[src/hdl/iatd_divider.sv]
// ----------------------------------------------------------------------------
// iatd_divider
// restoring unsigned divider, one quotient bit per cycle
// ----------------------------------------------------------------------------
module iatd_divider #(
   parameter int NUM_BITS = 22,
   parameter int DEN_BITS = 5
) (
   input  logic                clock,
   input  logic                reset,
   input  logic                start,
   input  logic [NUM_BITS-1:0] dividend,
   input  logic [DEN_BITS-1:0] divisor,
   output logic                done,
   output logic [NUM_BITS-1:0] quotient
);
   localparam int CNT_BITS = $clog2(NUM_BITS + 1);

   logic                busy_ff, busy_in;
   logic [CNT_BITS-1:0] cnt_ff, cnt_in;
   logic [NUM_BITS-1:0] quo_ff, quo_in;
   logic [DEN_BITS-1:0] rem_ff, rem_in;
   logic [DEN_BITS-1:0] den_ff, den_in;
   logic [DEN_BITS:0]   trial;
   logic [DEN_BITS:0]   diff;
   logic                fits;

   assign trial = {rem_ff, quo_ff[NUM_BITS-1]};
   assign diff  = trial - {1'b0, den_ff};
   assign fits  = (trial >= {1'b0, den_ff});
   assign done  = busy_ff && (cnt_ff == '0);
   assign quotient = quo_ff;

   always_comb begin
      busy_in = busy_ff;
      cnt_in  = cnt_ff;
      quo_in  = quo_ff;
      rem_in  = rem_ff;
      den_in  = den_ff;
      if (start) begin
         busy_in = 1'b1;
         cnt_in  = CNT_BITS'(NUM_BITS);
         quo_in  = dividend;
         rem_in  = '0;
         den_in  = divisor;
      end else if (done) begin
         busy_in = 1'b0;
      end else if (busy_ff) begin
         // shift in the next dividend bit, subtract when it fits
         cnt_in = cnt_ff - 1'b1;
         rem_in = fits ? diff[DEN_BITS-1:0] : trial[DEN_BITS-1:0];
         quo_in = {quo_ff[NUM_BITS-2:0], fits};
      end
   end

   always_ff @(posedge clock) begin
      if (reset) begin
         busy_ff <= 1'b0;
         cnt_ff  <= '0;
      end else begin
         busy_ff <= busy_in;
         cnt_ff  <= cnt_in;
      end
      quo_ff <= quo_in;
      rem_ff <= rem_in;
      den_ff <= den_in;
   end
endmodule

[config.mk]
export PLATFORM = sky130hd
export DESIGN_NAME = iatd_divider
export DESIGN_NICKNAME = d
export VERILOG_FILES = /design/src/hdl/iatd_divider.sv
export SDC_FILE = /design/constraint.sdc
export NUM_CORES = 1
export LEC_CHECK = 0
export BUFFER_PORTS_ARGS = -buffer_cell sky130_fd_sc_hd__buf_2
export CORE_MARGIN = 2
export CORE_UTILIZATION = 45
export CTS_BUF_LIST = sky130_fd_sc_hd__clkbuf_8
export CTS_CLUSTER_DIAMETER = 100
export DETAILED_ROUTE_END_ITERATION = 10
export PLACE_DENSITY = 0.71
export SYNTH_ARGS = -nofsm -noshare
export SYNTH_HDL_FRONTEND = slang
export SYNTH_SLANG_ARGS = --single-unit
[constraint.sdc]
create_clock -name clock -period 2.3 [get_ports clock]
set_input_delay 0.46 -clock clock [delete_from_list [all_inputs] [get_ports clock]]
set_output_delay 0.46 -clock clock [all_outputs]
set_load 0.01 [all_outputs]
==> results.cfg <==
[power]
p_leak_nw = 0.956
p_per_area_mw_per_mm2 = 780
fin_total_pwr_w = 0.00174
ir_drop_mv = 0.491

[cts]
clock_sinks = 38
clk_pin_slew_ps = 70
clk_latency_ps = 280
cts_tree = yes
cts_buffer_depth = 2
cts_root_buf = clkbuf_8
cts_buffers = 5
cts_hold_buf = 0
cts_max_level = 2
cts_setup_buffers = 0
post_cts_resized = 0

[global_route]
grt_pass1_vias = 1250
grt_max_degree = 23
track_usage = 0.168
grt_pass1_wl_mm = 5.51
antenna_found_initial = 0
grt_remaining_overflow = 0

[detailed_routing]
num_vias = 1253
wl_per_cell_um = 14.2
ant_nets = 0
first_pass_iters = 4
drt-initial-drc-count = 40
viasPerCell = 5.14
wl_mm = 3.47
drc = 0

[logic_synthesis]
synthTopCellsByArea = edfxtp_1 45%, mux2_2 14%, dfxtp_1 12%
yosysWarnings = 0
synth_mux_area_frac = 0.138
yosysMostFrequentCell = edfxtp_1
synth-seq-area-share = 0.575
synth.top_cell.area_share = 0.453
yosys_most_used_dff = edfxtp_1
avgSynthCellArea_um2 = 13.1
synth_top_family_by_area = multiplexers
synth_cells = 137
ys_seq_elements = 38
synth_area_mm2 = 0.00179
synth-edff-count = 27
yosysTopAreaCell = edfxtp_1
synth_compound_area_frac = 0.0782
yosys-top-cells-count = 27 x edfxtp_1, 22 x mux2_2, 11 x dfxtp_1, 10 x inv_1, 8 x a21oi_1
syn_nets = 174
yosys.area_share.simple = 0.103
synth_xor_xnor_area_share = 0.0196
async_flop_share = 0
synth_fa_ha_area_frac = 0.0531
ys_types = 38

[setup_path]
critPathLaunchType = flip-flop
endpoint_kind = flip-flop
worstSetupPathDepth = 8
reg2regPathDepth = 8
path_buf_inv = 2
critical_path_arrival_ps = 2130
required_ps = 2340
crit_top_cell = inv_1
worstPathCellList = inv_1 -> ha_1 -> inv_1 -> fa_1 -> nand3_1 -> a31o_2 -> nand2_1 -> mux2_2
critPathKind = flip-flop to flip-flop
critPathSlowestCell = edfxtp_1
crit_fanout = 7
critPathMaxStageDelay_ps = 410
crit_family = adder cells

[timing]
final_max_slew_viol_count = 0
clock.fmax_mhz = 477
final-setup-viol-count = 0
hold_viol = 0
timing.hold.ws_ps = 352
tightest_slew_ps = 483
min_period_ps = 2100
finClkSkew_ps = 5.15
rsz0062_at_grt = false
period_share = 0.912
setup-tns-final_ps = 0
relSlewSlack = 0.677

[floorplanning]
chipHeight_um = 67.1
num_rows = 22
die_area_mm2 = 0.00450
fp.dieW_um = 67.1
start_util = 0.479
ios = 53
core_mm2 = 0.00374

[hold_path]
hp-class = input port to flip-flop
holdPathStages = 1

[final_layout]
n_antenna_cell = 0
syn2layout_area_growth_pct = 24.7
drive_above_1_share = 0.449
fin_nets = 232

[placed_design]
place_hpwl_mm = 2.63
gp_congestion = 0.882
port_buffers = 52

[run]
max-cap-violations = 0

[outcome]
outcome = finished, final reports clean
[path summary, 6_finish.rpt]
check,endpoint,slack [ps],startpoint
worst min-delay path,den_ff[0]$_DFFE_PP_,350,divisor[0]
worst max-delay path,quotient[0]$_DFFE_PP_,200,quotient[21]$_DFFE_PP_
worst max register to register,quotient[0]$_DFFE_PP_,200,quotient[21]$_DFFE_PP_
worst min register to register,rem_ff[4]$_SDFFE_PP0P_,470,rem_ff[4]$_SDFFE_PP0P_
[area by class of cell]
cell class                      count  area [um^2]
Clock inverter                      2         33.8
Fill cell                         319         1510
Inverter                           11         41.3
Tap cell                           48         60.1
Timing Repair Buffer               55          283
Multi-Input combinational cell     84          703
Clock buffer                        6         82.6
Sequential cell                    38         1030
[sequential cells by signal, indices dropped and copies added (netlist names)]
register	cells
busy_ff	1
cnt_ff	5
rem_ff	5
den_ff	5
quotient	22
[report_power, final]
group	switching, W	leakage (nW)	internal, W
clock	0.000218	0.0626	0.000349
sequential	0.0000419	0.360	0.000819
combinational	0.000161	0.534	0.000153
total	0.000421	0.956	0.00132
[routing by layer]
metal | vias up | share of wire | track usage
li1 | 627 | - | -
met1 | 586 | 0.44 | 0.198
met2 | 36 | 0.50 | 0.280
met3 | 4 | 0.052 | 0.0709
met4 | 0 | 0.0089 | 0.0459
met5 | - | 0 | 0
[kinds of logic after synthesis]
| logic type | after synthesis |
|---|---|
| AO/OA/AOI/OAI | 20 |
| XOR/XNOR | 4 |
| adder cells (fa/ha/maj) | 7 |
| buffers and inverters | 15 |
| flip-flops | 38 |
| multiplexers | 22 |
| AND/OR/NAND/NOR | 31 |
[layout by cell type (no fill, tap or decap), drive strengths merged, types with 2 or more instances in the layout]
| cell | netlist | layout |
|---|---|---|
| mux2 | 22 | 22 |
| and4b | 2 | 2 |
| nand3 | 5 | 5 |
| nor2 | 5 | 5 |
| buf | 3 | 55 |
| nand2 | 6 | 6 |
| a211oi | 2 | 2 |
| nor3 | 3 | 3 |
| clkbuf | 1 | 6 |
| inv | 10 | 11 |
| edfxtp | 27 | 27 |
| xnor2 | 2 | 2 |
| ha | 6 | 6 |
| dfxtp | 11 | 11 |
| xor2 | 2 | 2 |
| a21oi | 8 | 8 |
| and3 | 3 | 3 |
[metrics by stage]
stage,setup slack [ps],instance area (um^2),util,instances
final,203,2230,0.597,244
after global routing,78.7,2230,0.597,244
after CTS,197,2230,0.597,244
after detailed placement,198,2120,0.566,236
after global placement,296,2120,0.566,236
after floorplan,200,1790,-,137
Note: power is estimated with default switching activity, not from simulation.
